File: src/hdl/cmaf_pkg.sv
`default_nettype none

package cmaf_pkg;

  // Storage size of each list; the parameter LIST_ENTRIES limits how many are compared.
  localparam int MAX_ENTRIES = 8;
  localparam int LIST_ENTRIES_DEF = 8;

  localparam int CAN_ID_W = 16;
  localparam int SUB_ID_W = 6;
  localparam int COUNT_W = 4;
  localparam int CFG_INDEX_W = 3;
  localparam int CFG_DATA_W = 64;
  localparam int IN_DATA_W = 48;
  localparam int OUT_DATA_W = 16;

  // Frame type codes from the top two bits of header byte 0.
  localparam logic [1:0] KIND_LONG_START = 2'b10;
  localparam logic [1:0] KIND_LONG_CONT = 2'b11;

  // Configuration register indexes.
  typedef enum logic [CFG_INDEX_W-1:0] {
    REG_CAN_IDS_LOW = 3'd0,
    REG_CAN_IDS_HIGH = 3'd1,
    REG_CAN_COUNT = 3'd2,
    REG_FUNCTION_IDS = 3'd3,
    REG_FUNCTION_COUNT = 3'd4,
    REG_DEVICE_IDS = 3'd5,
    REG_DEVICE_COUNT = 3'd6
  } cfg_reg_t;

  // Filter lists as seen by the compare stage, with clamped entry counts.
  typedef struct packed {
    logic [MAX_ENTRIES-1:0][CAN_ID_W-1:0] can_ids;
    logic [MAX_ENTRIES-1:0][SUB_ID_W-1:0] fn_ids;
    logic [MAX_ENTRIES-1:0][SUB_ID_W-1:0] dev_ids;
    logic [COUNT_W-1:0] can_used;
    logic [COUNT_W-1:0] fn_used;
    logic [COUNT_W-1:0] dev_used;
  } filter_cfg_t;

  // Decoded frame after the first stage.
  typedef struct packed {
    logic [CAN_ID_W-1:0] can_id;
    logic present;
    logic [SUB_ID_W-1:0] fid;
    logic [SUB_ID_W-1:0] did;
  } frame_t;

endpackage

`default_nettype wire

File: src/hdl/can_message_acceptance_filter.sv
// CAN message acceptance filter.
// Input channel in_*: one frame per transaction, in_tdata carries can_id,
// header_byte0, header_byte1, header_byte2 and header_byte3 from the lowest bit up.
// Output channel out_*: one result per frame, in the order the frames arrived.
// Configuration channel cfg_*: writes register cfg_index with cfg_data; it is
// always ready and should only be used while no frame is in flight.
// Throughput is one frame per cycle while the receiver takes results. The block
// has three register stages (decode, list compare, result), which each frame
// passes in that order before its result is shown on out_tvalid.
// The compare stage checks the first LIST_ENTRIES entries of all three lists in parallel.
// Reset empties the pipeline and clears all lists, so every frame is accepted
// until a count register is written.
// When the receiver stalls, the result stage holds and each stage keeps taking
// new frames until it holds a valid frame itself; in_tready drops only when
// all three stages are full.
`default_nettype none

module can_message_acceptance_filter #(
  parameter int LIST_ENTRIES = cmaf_pkg::LIST_ENTRIES_DEF
) (
  input  wire logic                               clk,
  input  wire logic                               rst_n,
  // can_id[15:0], header_byte0[23:16], header_byte1[31:24],
  // header_byte2[39:32], header_byte3[47:40]
  input  wire logic [cmaf_pkg::IN_DATA_W-1:0]     in_tdata,
  input  wire logic                               in_tvalid,
  output logic                                    in_tready,
  // accept[0], function_id[6:1], device_id[12:7], zero fill [15:13]
  output logic [cmaf_pkg::OUT_DATA_W-1:0]         out_tdata,
  // ids_present[0]
  output logic                                    out_tuser,
  output logic                                    out_tvalid,
  input  wire logic                               out_tready,
  input  wire logic                               cfg_valid,
  output logic                                    cfg_ready,
  input  wire logic [cmaf_pkg::CFG_INDEX_W-1:0]   cfg_index,
  input  wire logic [cmaf_pkg::CFG_DATA_W-1:0]    cfg_data
);

  cmaf_pkg::filter_cfg_t   cfg;
  logic                    s1_valid, s1_ready;
  cmaf_pkg::frame_t        s1_frame;
  logic                    s2_valid, s3_ready;
  cmaf_pkg::frame_t        s2_frame;
  logic [LIST_ENTRIES-1:0] s2_can_hit, s2_fn_hit, s2_dev_hit;
  logic [2:0]              s2_empty;
  logic                    can_ok, fn_ok, dev_ok;
  logic                    out_valid_r;
  logic                    accept_r;
  logic                    present_r;
  logic [cmaf_pkg::SUB_ID_W-1:0] fid_r, did_r;

  assign cfg_ready = 1'b1;

  cmaf_cfg_regs #(
    .LIST_ENTRIES(LIST_ENTRIES)
  ) u_cfg (
    .clk      (clk),
    .rst_n    (rst_n),
    .wr_en    (cfg_valid && cfg_ready),
    .wr_index (cfg_index),
    .wr_data  (cfg_data),
    .cfg      (cfg)
  );

  cmaf_decode u_decode (
    .clk      (clk),
    .rst_n    (rst_n),
    .up_valid (in_tvalid),
    .up_ready (in_tready),
    .up_data  (in_tdata),
    .dn_valid (s1_valid),
    .dn_ready (s1_ready),
    .dn_frame (s1_frame)
  );

  cmaf_match #(
    .LIST_ENTRIES(LIST_ENTRIES)
  ) u_match (
    .clk        (clk),
    .rst_n      (rst_n),
    .cfg        (cfg),
    .up_valid   (s1_valid),
    .up_ready   (s1_ready),
    .up_frame   (s1_frame),
    .dn_valid   (s2_valid),
    .dn_ready   (s3_ready),
    .dn_frame   (s2_frame),
    .dn_can_hit (s2_can_hit),
    .dn_fn_hit  (s2_fn_hit),
    .dn_dev_hit (s2_dev_hit),
    .dn_empty   (s2_empty)
  );

  // Reduce the hit vectors; a continuation frame fails any non-empty function or device ID list.
  always_comb begin
    can_ok = s2_empty[0] || (|s2_can_hit);
    fn_ok = s2_empty[1] || (s2_frame.present && (|s2_fn_hit));
    dev_ok = s2_empty[2] || (s2_frame.present && (|s2_dev_hit));
  end

  assign s3_ready = !out_valid_r || out_tready;

  // Result stage.
  always_ff @(posedge clk) begin
    if (!rst_n) begin
      out_valid_r <= 1'b0;
    end else if (s3_ready) begin
      out_valid_r <= s2_valid;
    end
  end

  always_ff @(posedge clk) begin
    if (s3_ready && s2_valid) begin
      accept_r <= can_ok && fn_ok && dev_ok;
      present_r <= s2_frame.present;
      fid_r <= s2_frame.fid;
      did_r <= s2_frame.did;
    end
  end

  assign out_tvalid = out_valid_r;
  assign out_tuser = present_r;
  assign out_tdata = {3'b000, did_r, fid_r, accept_r};

`ifndef SYNTHESIS
  // A frame without IDs reports zero IDs.
  a_no_ids_zero: assert property (@(posedge clk) disable iff (!rst_n)
    (out_valid_r && !present_r) |-> (fid_r == '0 && did_r == '0))
    else $error("IDs reported for a frame without IDs");

  // An accepted input transaction fills the decode stage.
  a_input_lands: assert property (@(posedge clk) disable iff (!rst_n)
    (in_tvalid && in_tready) |=> s1_valid)
    else $error("accepted frame lost at decode stage");

  // The pipeline back-pressures only when the result stage is occupied.
  a_ready_when_out_empty: assert property (@(posedge clk) disable iff (!rst_n)
    !out_valid_r |-> in_tready)
    else $error("input stalled with empty result stage");

  // A stalled result stays valid.
  a_out_holds: assert property (@(posedge clk) disable iff (!rst_n)
    (out_valid_r && !out_tready) |=> out_valid_r)
    else $error("stalled result dropped");
`endif

endmodule

`default_nettype wire

File: src/hdl/cmaf_cfg_regs.sv
`default_nettype none

module cmaf_cfg_regs #(
  parameter int LIST_ENTRIES = cmaf_pkg::LIST_ENTRIES_DEF
) (
  input  wire logic                               clk,
  input  wire logic                               rst_n,
  input  wire logic                               wr_en,
  input  wire logic [cmaf_pkg::CFG_INDEX_W-1:0]   wr_index,
  input  wire logic [cmaf_pkg::CFG_DATA_W-1:0]    wr_data,
  output cmaf_pkg::filter_cfg_t                   cfg
);

  localparam logic [cmaf_pkg::COUNT_W-1:0] LIMIT = cmaf_pkg::COUNT_W'(LIST_ENTRIES);

  logic [cmaf_pkg::CFG_DATA_W-1:0] can_low_r;
  logic [cmaf_pkg::CFG_DATA_W-1:0] can_high_r;
  logic [cmaf_pkg::COUNT_W-1:0]    can_count_r;
  logic [47:0]                     fn_ids_r;
  logic [cmaf_pkg::COUNT_W-1:0]    fn_count_r;
  logic [47:0]                     dev_ids_r;
  logic [cmaf_pkg::COUNT_W-1:0]    dev_count_r;

  // Register writes; unknown indexes are ignored.
  always_ff @(posedge clk) begin
    if (!rst_n) begin
      can_low_r <= '0;
      can_high_r <= '0;
      can_count_r <= '0;
      fn_ids_r <= '0;
      fn_count_r <= '0;
      dev_ids_r <= '0;
      dev_count_r <= '0;
    end else if (wr_en) begin
      case (wr_index)
        cmaf_pkg::REG_CAN_IDS_LOW:    can_low_r <= wr_data;
        cmaf_pkg::REG_CAN_IDS_HIGH:   can_high_r <= wr_data;
        cmaf_pkg::REG_CAN_COUNT:      can_count_r <= wr_data[cmaf_pkg::COUNT_W-1:0];
        cmaf_pkg::REG_FUNCTION_IDS:   fn_ids_r <= wr_data[47:0];
        cmaf_pkg::REG_FUNCTION_COUNT: fn_count_r <= wr_data[cmaf_pkg::COUNT_W-1:0];
        cmaf_pkg::REG_DEVICE_IDS:     dev_ids_r <= wr_data[47:0];
        cmaf_pkg::REG_DEVICE_COUNT:   dev_count_r <= wr_data[cmaf_pkg::COUNT_W-1:0];
        default: ;
      endcase
    end
  end

  // Present the lists and clamp each count to the compared entries.
  always_comb begin
    cfg.can_ids = {can_high_r, can_low_r};
    cfg.fn_ids = fn_ids_r;
    cfg.dev_ids = dev_ids_r;
    cfg.can_used = (can_count_r > LIMIT) ? LIMIT : can_count_r;
    cfg.fn_used = (fn_count_r > LIMIT) ? LIMIT : fn_count_r;
    cfg.dev_used = (dev_count_r > LIMIT) ? LIMIT : dev_count_r;
  end

endmodule

`default_nettype wire

File: src/hdl/cmaf_decode.sv
`default_nettype none

module cmaf_decode (
  input  wire logic                             clk,
  input  wire logic                             rst_n,
  input  wire logic                             up_valid,
  output logic                                  up_ready,
  input  wire logic [cmaf_pkg::IN_DATA_W-1:0]   up_data,
  output logic                                  dn_valid,
  input  wire logic                             dn_ready,
  output cmaf_pkg::frame_t                      dn_frame
);

  logic [7:0]       h0, h1, h2, h3;
  logic [7:0]       b0, b1;
  logic [1:0]       kind;
  cmaf_pkg::frame_t frame;
  logic             valid_r;
  cmaf_pkg::frame_t frame_r;

  // Pick the ID bytes by frame type and extract the function and device IDs.
  always_comb begin
    h0 = up_data[23:16];
    h1 = up_data[31:24];
    h2 = up_data[39:32];
    h3 = up_data[47:40];
    kind = h0[7:6];
    b0 = (kind == cmaf_pkg::KIND_LONG_START) ? h2 : h0;
    b1 = (kind == cmaf_pkg::KIND_LONG_START) ? h3 : h1;
    frame.can_id = up_data[15:0];
    frame.present = (kind != cmaf_pkg::KIND_LONG_CONT);
    frame.fid = frame.present ? b1[5:0] : '0;
    frame.did = frame.present ? {b0[3:0], b1[7:6]} : '0;
  end

  assign up_ready = !valid_r || dn_ready;

  // Stage register.
  always_ff @(posedge clk) begin
    if (!rst_n) begin
      valid_r <= 1'b0;
    end else if (up_ready) begin
      valid_r <= up_valid;
    end
  end

  always_ff @(posedge clk) begin
    if (up_ready && up_valid) begin
      frame_r <= frame;
    end
  end

  assign dn_valid = valid_r;
  assign dn_frame = frame_r;

endmodule

`default_nettype wire

File: src/hdl/cmaf_match.sv
`default_nettype none

module cmaf_match #(
  parameter int LIST_ENTRIES = cmaf_pkg::LIST_ENTRIES_DEF
) (
  input  wire logic                  clk,
  input  wire logic                  rst_n,
  input  wire cmaf_pkg::filter_cfg_t cfg,
  input  wire logic                  up_valid,
  output logic                       up_ready,
  input  wire cmaf_pkg::frame_t      up_frame,
  output logic                       dn_valid,
  input  wire logic                  dn_ready,
  output cmaf_pkg::frame_t           dn_frame,
  output logic [LIST_ENTRIES-1:0]    dn_can_hit,
  output logic [LIST_ENTRIES-1:0]    dn_fn_hit,
  output logic [LIST_ENTRIES-1:0]    dn_dev_hit,
  output logic [2:0]                 dn_empty
);

  logic [LIST_ENTRIES-1:0] can_hit, fn_hit, dev_hit;
  logic [2:0]              empty;
  logic                    valid_r;
  cmaf_pkg::frame_t        frame_r;
  logic [LIST_ENTRIES-1:0] can_hit_r, fn_hit_r, dev_hit_r;
  logic [2:0]              empty_r;

  // Compare against the first LIST_ENTRIES entries of each list in parallel, masking entries not in use.
  always_comb begin
    for (int i = 0; i < LIST_ENTRIES; i++) begin
      can_hit[i] = (cfg.can_ids[i] == up_frame.can_id) &&
                   (cmaf_pkg::COUNT_W'(i) < cfg.can_used);
      fn_hit[i] = (cfg.fn_ids[i] == up_frame.fid) &&
                  (cmaf_pkg::COUNT_W'(i) < cfg.fn_used);
      dev_hit[i] = (cfg.dev_ids[i] == up_frame.did) &&
                   (cmaf_pkg::COUNT_W'(i) < cfg.dev_used);
    end
    empty[0] = (cfg.can_used == '0);
    empty[1] = (cfg.fn_used == '0);
    empty[2] = (cfg.dev_used == '0);
  end

  assign up_ready = !valid_r || dn_ready;

  // Stage register.
  always_ff @(posedge clk) begin
    if (!rst_n) begin
      valid_r <= 1'b0;
    end else if (up_ready) begin
      valid_r <= up_valid;
    end
  end

  always_ff @(posedge clk) begin
    if (up_ready && up_valid) begin
      frame_r <= up_frame;
      can_hit_r <= can_hit;
      fn_hit_r <= fn_hit;
      dev_hit_r <= dev_hit;
      empty_r <= empty;
    end
  end

  assign dn_valid = valid_r;
  assign dn_frame = frame_r;
  assign dn_can_hit = can_hit_r;
  assign dn_fn_hit = fn_hit_r;
  assign dn_dev_hit = dev_hit_r;
  assign dn_empty = empty_r;

endmodule

`default_nettype wire
File: config.mk
export PLATFORM = sky130hd
export DESIGN_NAME = can_message_acceptance_filter
export DESIGN_NICKNAME = d
export VERILOG_FILES = /design/src/hdl/cmaf_pkg.sv /design/src/hdl/can_message_acceptance_filter.sv /design/src/hdl/cmaf_cfg_regs.sv /design/src/hdl/cmaf_decode.sv /design/src/hdl/cmaf_match.sv
export SDC_FILE = /design/constraint.sdc
export NUM_CORES = 1
export LEC_CHECK = 0
export BUFFER_PORTS_ARGS = -buffer_cell sky130_fd_sc_hd__buf_4
export CORE_MARGIN = 2
export CORE_UTILIZATION = 30
export DETAILED_ROUTE_END_ITERATION = 10
export PLACE_DENSITY = 0.5
export SLEW_MARGIN = 20
export SYNTH_ARGS = -nofsm -noshare
export SYNTH_HDL_FRONTEND = slang
export SYNTH_SLANG_ARGS = --single-unit
File: constraint.sdc
create_clock -name clk -period 11.4 [get_ports clk]
set_input_delay 1.14 -clock clk [delete_from_list [all_inputs] [get_ports clk]]
set_output_delay 1.14 -clock clk [all_outputs]
set_load 0.005 [all_outputs]
==> results of run 1 <==
report_power, final:
| group | switching (mW) | internal (mW) | total (mW) |
|---|---|---|---|
| Sequential | 0.0660 | 1.21 | 1.28 |
| Combinational | 0.109 | 0.0985 | 0.207 |
| Clock | 0.491 | 0.745 | 1.24 |
flip-flops by register name (all words and copies together), names as in the netlist, 4 cells and up:
| name | count |
|---|---|
| u_decode.dn_frame | 29 |
| u_cfg.fn_ids_r | 48 |
| fid_r | 6 |
| u_match.dn_fn_hit | 8 |
| u_cfg.fn_count_r | 4 |
| u_match.dn_frame | 13 |
| u_cfg.dev_ids_r | 48 |
| u_match.dn_can_hit | 8 |
| u_cfg.dev_count_r | 4 |
| u_match.dn_dev_hit | 8 |
| u_cfg.can_high_r | 64 |
| u_cfg.can_low_r | 64 |
| u_cfg.can_count_r | 4 |
| did_r | 6 |
stage by stage:
| step | power, mW | cell area [µm²] | hold slack (ps) | instances |
|---|---|---|---|---|
| floorplan | 1.400 | 14480 | 400.3 | 1541 |
| global placement | 1.506 | 15730 | 400.9 | 2184 |
| detailed placement | 1.508 | 15730 | 406.1 | 2184 |
| CTS | 2.746 | 16990 | 416.1 | 2254 |
| global route | 2.818 | 17040 | 424.3 | 2255 |
| finish | 2.718 | 17040 | 415.6 | 2255 |
routing by layer:
metal	vias to the layer above	share of wire, %	wire (µm)
met1	5141	47	20650
met5	-	0	0
met4	0	1.9	807
met3	50	4.7	2051
met2	261	46	20060
li1	5217	-	-
cell type report:
cell class / count / area (µm²) / area share (%)
inverters: 14 / 52.55 / 0.3085
repair buffers: 140 / 1071 / 6.287
clock buffers: 55 / 1109 / 6.508
multi-input cells: 1094 / 6605 / 38.77
flip-flops and latches: 322 / 7277 / 42.72
clock inverters: 15 / 151.4 / 0.8887
well taps: 615 / 769.5 / 4.517
logic make-up (layout without fill, tap and decap cells):
| family | Yosys count | after routing | synth area share, % |
|---|---|---|---|
| and+or+nand+nor | 597 | 597 | 17.74 |
| AOI/OAI and AO/OA | 257 | 257 | 12.99 |
| muxes | 12 | 12 | 0.8302 |
| buffers and inverters | 125 | 224 | 4.531 |
| DFF | 322 | 322 | 50.29 |
| xor gates and xnor gates | 224 | 224 | 13.56 |
| other | 2 | 4 | 0.05190 |
worst max-delay path by stage:
stage                     cells after the start        from                    end
after floorplan                               2  out_tready  u_match.dn_can_hit[0]
after global placement                        4       rst_n   u_cfg.can_high_r[30]
after detailed placement                      4       rst_n   u_cfg.can_high_r[44]
after CTS                                     4  out_tready              in_tready
after global routing                          4  out_tready              in_tready
final                                         4  out_tready              in_tready
layout by cell type (no fill, tap or decap), types with 3 or more instances in the layout:
| master | n |
|---|---|
| a21boi_0 | 116 |
| o22ai_1 | 9 |
| nand2_1 | 470 |
| clkinv_1 | 4 |
| clkbuf_16 | 41 |
| or2_2 | 3 |
| nor2b_1 | 17 |
| inv_1 | 14 |
| xnor2_1 | 92 |
| nor4_1 | 48 |
| nand4_1 | 27 |
| xor2_1 | 132 |
| edfxtp_1 | 83 |
| clkbuf_1 | 11 |
| bufinv_16 | 3 |
| nor2_1 | 7 |
| conb_1 | 4 |
| nor3_1 | 8 |
| a21boi_1 | 109 |
| buf_4 | 139 |
| clkinv_2 | 6 |
| dfxtp_1 | 239 |
| mux2i_1 | 12 |
| clkbuf_8 | 3 |
| o21ai_0 | 6 |
| a21oi_1 | 9 |
==> results.yml, run 1 <==
synth:
  ys_top_cells_by_area: "dfxtp_1 (33%), edfxtp_1 (17%), nand2_1 (12%), xor2_1 (8.0%), a21boi_0 (6.1%)"
  ys_warn_count: 0
  synth.most_common_cell: "nand2_1"
  synth_area_um2: 14470
  synthCells: 1539
  ys_ff_latch: 322
  synth_common_cells: "nand2_1 (471), dfxtp_1 (239), xor2_1 (132), a21boi_0 (117), a21boi_1 (109)"
  synth_edf_count: 83
  synth_top_cell_by_area: "dfxtp_1"
  netlist-cell-type-count: 40
  synthFlopType: "dfxtp_1"
  seq_area_frac_synth_pct: 50.29
  synthArstFlopShare_pct: 0
  syn-mean-instance-area_um2: 9.401
  synth_top_cell_area_share_pct: 33.07
detailed_routing:
  wl_um: 43580
  ant_nets: 0
  via_per_inst: 4.731
  drt_iter0_markers: 704
  drc: 0
  avgRoutedWirePerCell_um: 19.32
  firstDrtPassIters: 5
  vias: 10670
die:
  core_area_um2: 47650
  die-area_um2: 50000
  die_h_um: 223.6
  rows: 80
  ios: 140
  initial_utilization_pct: 30.37
  die_x_um: 223.6
placed_design:
  port_buffers: 129
  hpwl_um: 28420
  pre_cts_ws_ps: 7858
  gp_congestion: 0.7759
clocking:
  hold_buffers: 0
  clk_latency_ps: 530
  ctsRootBufferMaster: "clkbuf_16"
  cts_resized: 0
  cts_buffers: 38
  cts_num_sinks: 322
  cts_tree: "done"
  path_clk_slew_ps: 60
  clk_path_buf_depth: 3
  htreeDepth: 2
  post-cts-setup-buffer-count: 0
timing:
  skew_ps: 22.51
  worst_pin_slew_ps: 1002
  fmax_mhz: 308.5
  hold_viol: 0
  finalCriticalPeriod_ps: 3242
  post-route-period-util_pct: 28.44
  rsz0062_at_grt: "no"
  max_slew_margin_pct: 33.18
  tns_ps: 0
  fin_ws_ps: 8158
  maxSlewViolCount: 0
  setup_viol: 0
min_path:
  hp-start: "u_match.dn_frame[7]"
  whs_path_depth: 0
  hold_path_class: "flop to flop"
  whs_endpoint: "fid_r[1]"
pwr:
  irDropWorstVdd_mv: 0.1187
  power.density_nw_per_um2: 159.5
  leakagePower_nw: 6.100
critical_path:
  cp_max_fo: 6
  critical-path-max-stage-delay_ps: 490
  path_common_cell: "buf_4"
  crit_family: "simple AND/OR/NAND/NOR gates"
  r2r-end: "u_match.dn_can_hit[4]"
  rrSetupSlack_ps: 9230
  worstPathRequired_ps: 10260
  crit_type: "input pin to primary output"
  rr_startpoint: "u_decode.dn_frame[26]"
  r2r_cells: 4
  cp.arrival_ps: 2100
  critPathBufInv: 2
  path_cells: "buf_4 > nor2b_1 > nand3_1 > buf_4"
  crit_path_end_kind: "primary output"
  critPathSlowestCell: "nor2b_1"
  cp-start-kind: "input pin"
grt:
  top_usage_layer: "met2"
  antenna_found_initial: 0
  use_met1_pct: 23.99
  grt_pass1_wl_um: 64510
  grtUsageTotal_pct: 17.18
  grt_max_degree: 106
  grt_pass1_vias: 10280
  grtUsageMet2_pct: 28.02
  met3_usage_pct: 2.387
  overflow: 0
cells_and_area:
  num-fill-cells: 4871
  antenna_cells: 0
  drive_gt1_share_pct: 12.93
  area_delta_synth_final_pct: 17.74
  fin_nets: 1730
  postLayoutCoreUtil_pct: 35.75
run:
  maxCapViolations: 0
outcome:
  outcome: "completed"
Power figures use the tool's default switching activity.
==> run 2: changes to the inputs <==
--- a/config.mk
+++ b/config.mk
@@ -5,6 +5,7 @@
 export SDC_FILE = /design/constraint.sdc
 export NUM_CORES = 1
 export LEC_CHECK = 0
+export ABC_AREA = 1
 export BUFFER_PORTS_ARGS = -buffer_cell sky130_fd_sc_hd__buf_4
 export CORE_MARGIN = 2
 export CORE_UTILIZATION = 30
==> constraint.sdc (replaced) <==
create_clock -name clk -period 3.35 [get_ports clk]
set_input_delay 0.335 -clock clk [delete_from_list [all_inputs] [get_ports clk]]
set_output_delay 0.335 -clock clk [all_outputs]
set_load 0.005 [all_outputs]
==> run 2 against run 1 <==
  * Area after synthesis decreased by 1.2%
  * Total power increased to 3.3 times the previous value
  * Critical endpoint is now u_match.dn_can_hit[7]
  * Setup slack got worse by 6700 ps
==> results.yml, run 2 <==
placed_design:
  pre_cts_ws_ps: 1186
  place_area_um2: 15680
  port_buffers: 129
  gp_congestion: 0.8245
  hpwl_um: 32130
  placed_cells: 2475
detailed_routing:
  ant_nets: 0
  drc: 0
  wl_um: 46750
  wl_met2_um: 20670
  firstDrtPassIters: 5
  via_per_inst: 4.729
  wl_met1_um: 22600
  avgRoutedWirePerCell_um: 18.30
  wl_met3_um: 2320
  drt_iter0_markers: 839
  dr.max_layer_used: "met4"
  vias: 12080
timing:
  max_slew_margin_pct: 37.18
  worst_pin_slew_ps: 940.9
  maxSlewViolCount: 0
  hold_viol: 0
  setup_viol: 0
  tns_ps: 0
  skew_ps: 18.25
  rsz0062_at_grt: "no"
  fmax_mhz: 542.4
  fin_ws_ps: 1506
  finalCriticalPeriod_ps: 1844
  post-route-period-util_pct: 55.03
clocking:
  hold_buffers: 16
  clk_latency_ps: 530
  ctsRootBufferMaster: "clkbuf_16"
  cts_resized: 0
  cts_buffers: 36
  cts_num_sinks: 322
  cts_tree: "done"
  htreeDepth: 2
  path_clk_slew_ps: 60
  post-cts-setup-buffer-count: 0
  clk_path_buf_depth: 3
synth:
  netlist-cell-type-count: 32
  synth_edf_count: 83
  ys_ff_latch: 322
  synth.most_common_cell: "nor2_1"
  synth_top_cell_area_share_pct: 33.48
  synth_top_cell_by_area: "dfxtp_1"
  synth_common_cells: "nor2_1 (472), o21ai_0 (248), dfxtp_1 (239), nand2_1 (207), inv_1 (132)"
  synth_area_um2: 14290
  synthFlopType: "dfxtp_1"
  synthCells: 1826
  synthArstFlopShare_pct: 0
  seq_area_frac_synth_pct: 50.92
  ys_top_cells_by_area: "dfxtp_1 (33%), edfxtp_1 (17%), nor2_1 (12%), o21ai_0 (8.7%), xnor2_1 (5.6%)"
  ys_warn_count: 0
  syn-mean-instance-area_um2: 7.827
pwr:
  power.density_nw_per_um2: 528.7
  switching_power_mw: 2.291
  swShare_pct: 25.57
  irDropWorstVdd_mv: 0.2971
  p_comb_share_pct: 9.8
  pwr-share-seq_pct: 47.9
  leakagePower_nw: 6.655
  intPower_mw: 6.668
  clkPwrFrac_pct: 42.3
cells_and_area:
  top_regs: "u_cfg.can_high_r (64), u_cfg.can_low_r (64)"
  antenna_cells: 0
  layout_common_cells: "nor2_1 (472), o21ai_0 (248), dfxtp_1 (239)"
  drive_gt1_share_pct: 10.99
  final_common_cell: "nor2_1"
  design_area_um2: 16950
  finalNonFillerCells: 2555
  area_delta_synth_final_pct: 18.59
  fin_nets: 2042
die:
  core_area_um2: 46750
  initial_utilization_pct: 30.57
  die_h_um: 222.3
  die_x_um: 222.3
  ios: 140
  rows: 79
  die-area_um2: 49400
grt:
  overflow: 0
  grtUsageTotal_pct: 18.71
  grt_max_degree: 88
  grt_pass1_vias: 11520
  antenna_found_initial: 0
  grt_pass1_wl_um: 70100
critical_path:
  crit_family: "flip-flops"
  worstPathRequired_ps: 3720
  crit_path_end_kind: "flop"
  cp_max_fo: 8
  cp.arrival_ps: 2210
  cp-start-kind: "flop"
  critical-path-max-stage-delay_ps: 940
  critPathBufInv: 1
  crit_type: "flop to flop"
  path_cells: "inv_1 > nand2_1 > o21ai_0 > a21oi_1 > nand3_1 > nor2_1"
  critPathSlowestCell: "edfxtp_1"
min_path:
  hold_path_class: "input pin to flop"
run:
  maxCapViolations: 0
outcome:
  outcome: "completed"
## run 2: routing by layer
layer	track usage, %	vias to the layer above
li1	-	6066
met1	26.56	5668
met2	29.52	286
met3	2.698	63
met4	5.384	0
met5	0	-
## run 2: final timing paths
check / from / endpoint / slack (ps) / depth (start not counted)
worst max-delay path: u_decode.dn_frame[25] / u_match.dn_can_hit[7] / 1510 / 6
worst min-delay path: cfg_data[62] / u_cfg.can_low_r[62] / 50 / 3
worst max register to register: u_decode.dn_frame[25] / u_match.dn_can_hit[7] / 1510 / 6
worst min register to register: u_match.dn_frame[6] / fid_r[0] / 420 / 0
## run 2: area by class of cell
cell class | count | area (µm²)
Clock buffer | 47 | 994.7
Clock inverter | 17 | 116.4
Fill cell | 4916 | 29810
Inverter | 139 | 523.0
Multi-Input combinational cell | 1260 | 5988
Sequential cell | 322 | 7277
Tap cell | 607 | 759.5
Timing Repair Buffer | 163 | 1289
## run 2: cell families (layout without fill, tap and decap cells)
kind of cell	Yosys count	in the layout	share of synthesized area (%)
AOI/OAI and AO/OA	376	376	13.50
xor gates and xnor gates	116	116	7.109
buffers and inverters	246	366	7.267
DFF	322	322	50.92
other	2	4	0.05255
and+or+nand+nor	764	764	21.15
## run 2: worst min-delay path, cell delays in order
cell and delay, ps:
buf_4 80, o21ai_1 60, nor2_1 70
## run 2: per-stage QoR
step / util, % / hold slack (ps) / power (mW)
after floorplan: - / 400.3 / 4.841
after global placement: 33.53 / 404.9 / 5.224
after detailed placement: 33.53 / 405.6 / 5.235
after CTS: 36.25 / 29.14 / 9.059
after global routing: 36.25 / 61.26 / 9.311
final: 36.25 / 47.45 / 8.960
## run 2: power groups by stage
stage	clock network (mW)	registers, mW	logic, mW
floorplan	0	4.28	0.558
global placement	0	4.37	0.851
detailed placement	0	4.38	0.860
CTS	3.89	4.29	0.877
global route	4.02	4.31	0.979
finish	3.79	4.29	0.875
==> run 3: changes to the inputs <==
--- a/config.mk
+++ b/config.mk
@@ -5,7 +5,7 @@
 export SDC_FILE = /design/constraint.sdc
 export NUM_CORES = 1
 export LEC_CHECK = 0
-export ABC_AREA = 1
+export ABC_AREA = 0
 export BUFFER_PORTS_ARGS = -buffer_cell sky130_fd_sc_hd__buf_4
 export CORE_MARGIN = 2
 export CORE_UTILIZATION = 30
==> constraint.sdc (replaced) <==
create_clock -name clk -period 1.8 [get_ports clk]
set_input_delay 0.18 -clock clk [delete_from_list [all_inputs] [get_ports clk]]
set_output_delay 0.18 -clock clk [all_outputs]
set_load 0.005 [all_outputs]
==> run 3 against run 2 <==
  * Register-to-register slack lost 1500 ps
  * Fmax rose by 5.2%
  * Global-route usage fell by 0.72 points
  * Routed wire length down 3.4%
  * Die area rose by 1.2%
  * Setup slack got worse by 1500 ps
  * Critical endpoint is now u_match.dn_can_hit[0]
  * Largest power group is now the clock network
==> results.yml, run 3 (synthesized netlist as in run 1, its figures left out) <==
clocking:
  cts_buffers: 37
  clk_path_buf_depth: 3
  path_clk_slew_ps: 60
  ctsRootBufferMaster: "clkbuf_16"
  cts_num_sinks: 322
  htreeDepth: 2
  clk_latency_ps: 550
  cts_tree: "done"
cells_and_area:
  top_regs: "u_cfg.can_high_r (64), u_cfg.can_low_r (64)"
  fin_nets: 1878
  area_delta_synth_final_pct: 29.03
  antenna_cells: 0
  postLayoutCoreUtil_pct: 39.18
  layout_common_cells: "nand2_1 (470), dfxtp_1 (239), buf_4 (175)"
  drive_gt1_share_pct: 15.40
  final_common_cell: "nand2_1"
  design_area_um2: 18670
critical_path:
  rrSetupSlack_ps: 50
  critical-path-max-stage-delay_ps: 620
  crit_path_end_kind: "flop"
  path_cells: "buf_4 > xor2_1 > nor4_1 > nand4_1 > nor3_1"
  r2r_cells: 5
  worstPathRequired_ps: 2180
  crit_family: "flip-flops"
  cp_max_fo: 6
  cp-start-kind: "flop"
  crit_type: "flop to flop"
  cp.arrival_ps: 2130
  critPathBufInv: 1
  critPathSlowestCell: "edfxtp_1"
  rr_startpoint: "u_decode.dn_frame[16]"
  r2r-end: "u_match.dn_can_hit[0]"
placed_design:
  port_buffers: 129
  gp_congestion: 0.7740
  hpwl_um: 30050
  place_area_um2: 16370
detailed_routing:
  drt_iter0_markers: 680
  firstDrtPassIters: 5
  via_per_inst: 4.646
  dr.max_layer_used: "met4"
  vias: 11160
  avgRoutedWirePerCell_um: 18.81
  wl_met2_um: 21650
  wl_met3_um: 2135
  drc: 0
  ant_nets: 0
  wl_met1_um: 20450
  wl_um: 45170
timing:
  setup_viol: 0
  post-route-period-util_pct: 97.38
  fmax_mhz: 570.5
  finalCriticalPeriod_ps: 1753
  holdWs_ps: 32.53
  skew_ps: 13.23
  maxSlewViolCount: 0
  hold_viol: 0
  rsz0062_at_grt: "no"
  max_slew_margin_pct: 58.57
  tns_ps: 0
  worst_pin_slew_ps: 618.0
grt:
  grtUsageTotal_pct: 17.99
  grt_max_degree: 70
  grt_pass1_wl_um: 67640
  grt_pass1_vias: 11060
  antenna_found_initial: 0
  overflow: 0
die:
  die-area_um2: 50000
  initial_utilization_pct: 30.37
  core_area_um2: 47650
  ios: 140
  rows: 80
  die_x_um: 223.6
  die_h_um: 223.6
pwr:
  p_total_mw: 17.80
  leakagePower_nw: 6.886
  power.density_nw_per_um2: 953.6
  irDropWorstVdd_mv: 0.6601
run:
  maxCapViolations: 0
outcome:
  outcome: "completed"
min_path:
  hp-start: "in_tdata[44]"
  whs_path_depth: 3
  whs_endpoint: "u_decode.dn_frame[10]"
  hold_path_class: "input pin to flop"
==> run 3: power by group <==
group / internal [mW] / switching (mW) / leakage (nW) / total (mW)
clock: 4.94 / 3.12 / 0.658 / 8.06
sequential: 7.65 / 0.171 / 2.71 / 7.83
combinational: 0.917 / 1.00 / 3.52 / 1.92
==> run 3: worst reg2reg max path, delay by kind of cell (launching register included) <==
kind	cells	cell delay, ps
buf+inv	1	260
flops	1	620
xor+xnor	1	130
simple gates	3	580
==> run 3: cell type report <==
class,instances,area [µm²]
Multi-Input combinational cell,1094,6596
Clock inverter,10,108.9
Inverter,14,52.55
Tap cell,615,769.5
Clock buffer,57,1210
Timing Repair Buffer,289,2655
Fill cell,4820,28980
Sequential cell,322,7277
==> run 3: metrics by stage <==
| stage | std cells | setup WS (ps) |
|---|---|---|
| CTS | 2398 | 14.75 |
| detailed placement | 2235 | 5.785 |
| global placement | 2235 | -13.80 |
| floorplan | 1541 | 133.1 |
| global route | 2401 | 8.616 |
| finish | 2401 | 47.10 |
==> run 3: worst max path at each step <==
| stage | cells after the start | end | from | slack [ps] |
|---|---|---|---|---|
| final | 5 | u_match.dn_can_hit[0] | u_decode.dn_frame[16] | 50 |
| after global routing | 4 | u_match.dn_can_hit[6] | u_decode.dn_frame[20] | 9 |
| after detailed placement | 5 | u_match.dn_can_hit[0] | u_decode.dn_frame[19] | 6 |
| after global placement | 5 | accept_r | u_match.dn_can_hit[7] | -10 |
| after floorplan | 2 | u_match.dn_can_hit[0] | out_tvalid | 130 |
| after CTS | 5 | accept_r | u_match.dn_can_hit[6] | 10 |
==> run 3: what timing repair did <==
action | CTS | global route
buffers inserted | 2 | 3
hold buffers | 94 | 0
pin swaps | 0 | 0
gates resized for setup | 0 | 1
hold endpoints to repair | 257 | 0
setup endpoints to repair | 1 | 4
==> run 3: metal layers <==
layer	vias to the layer above	track usage, %
met2	230	30.24
li1	5524	-
met5	-	0
met4	0	4.624
met1	5341	23.76
met3	61	3.423
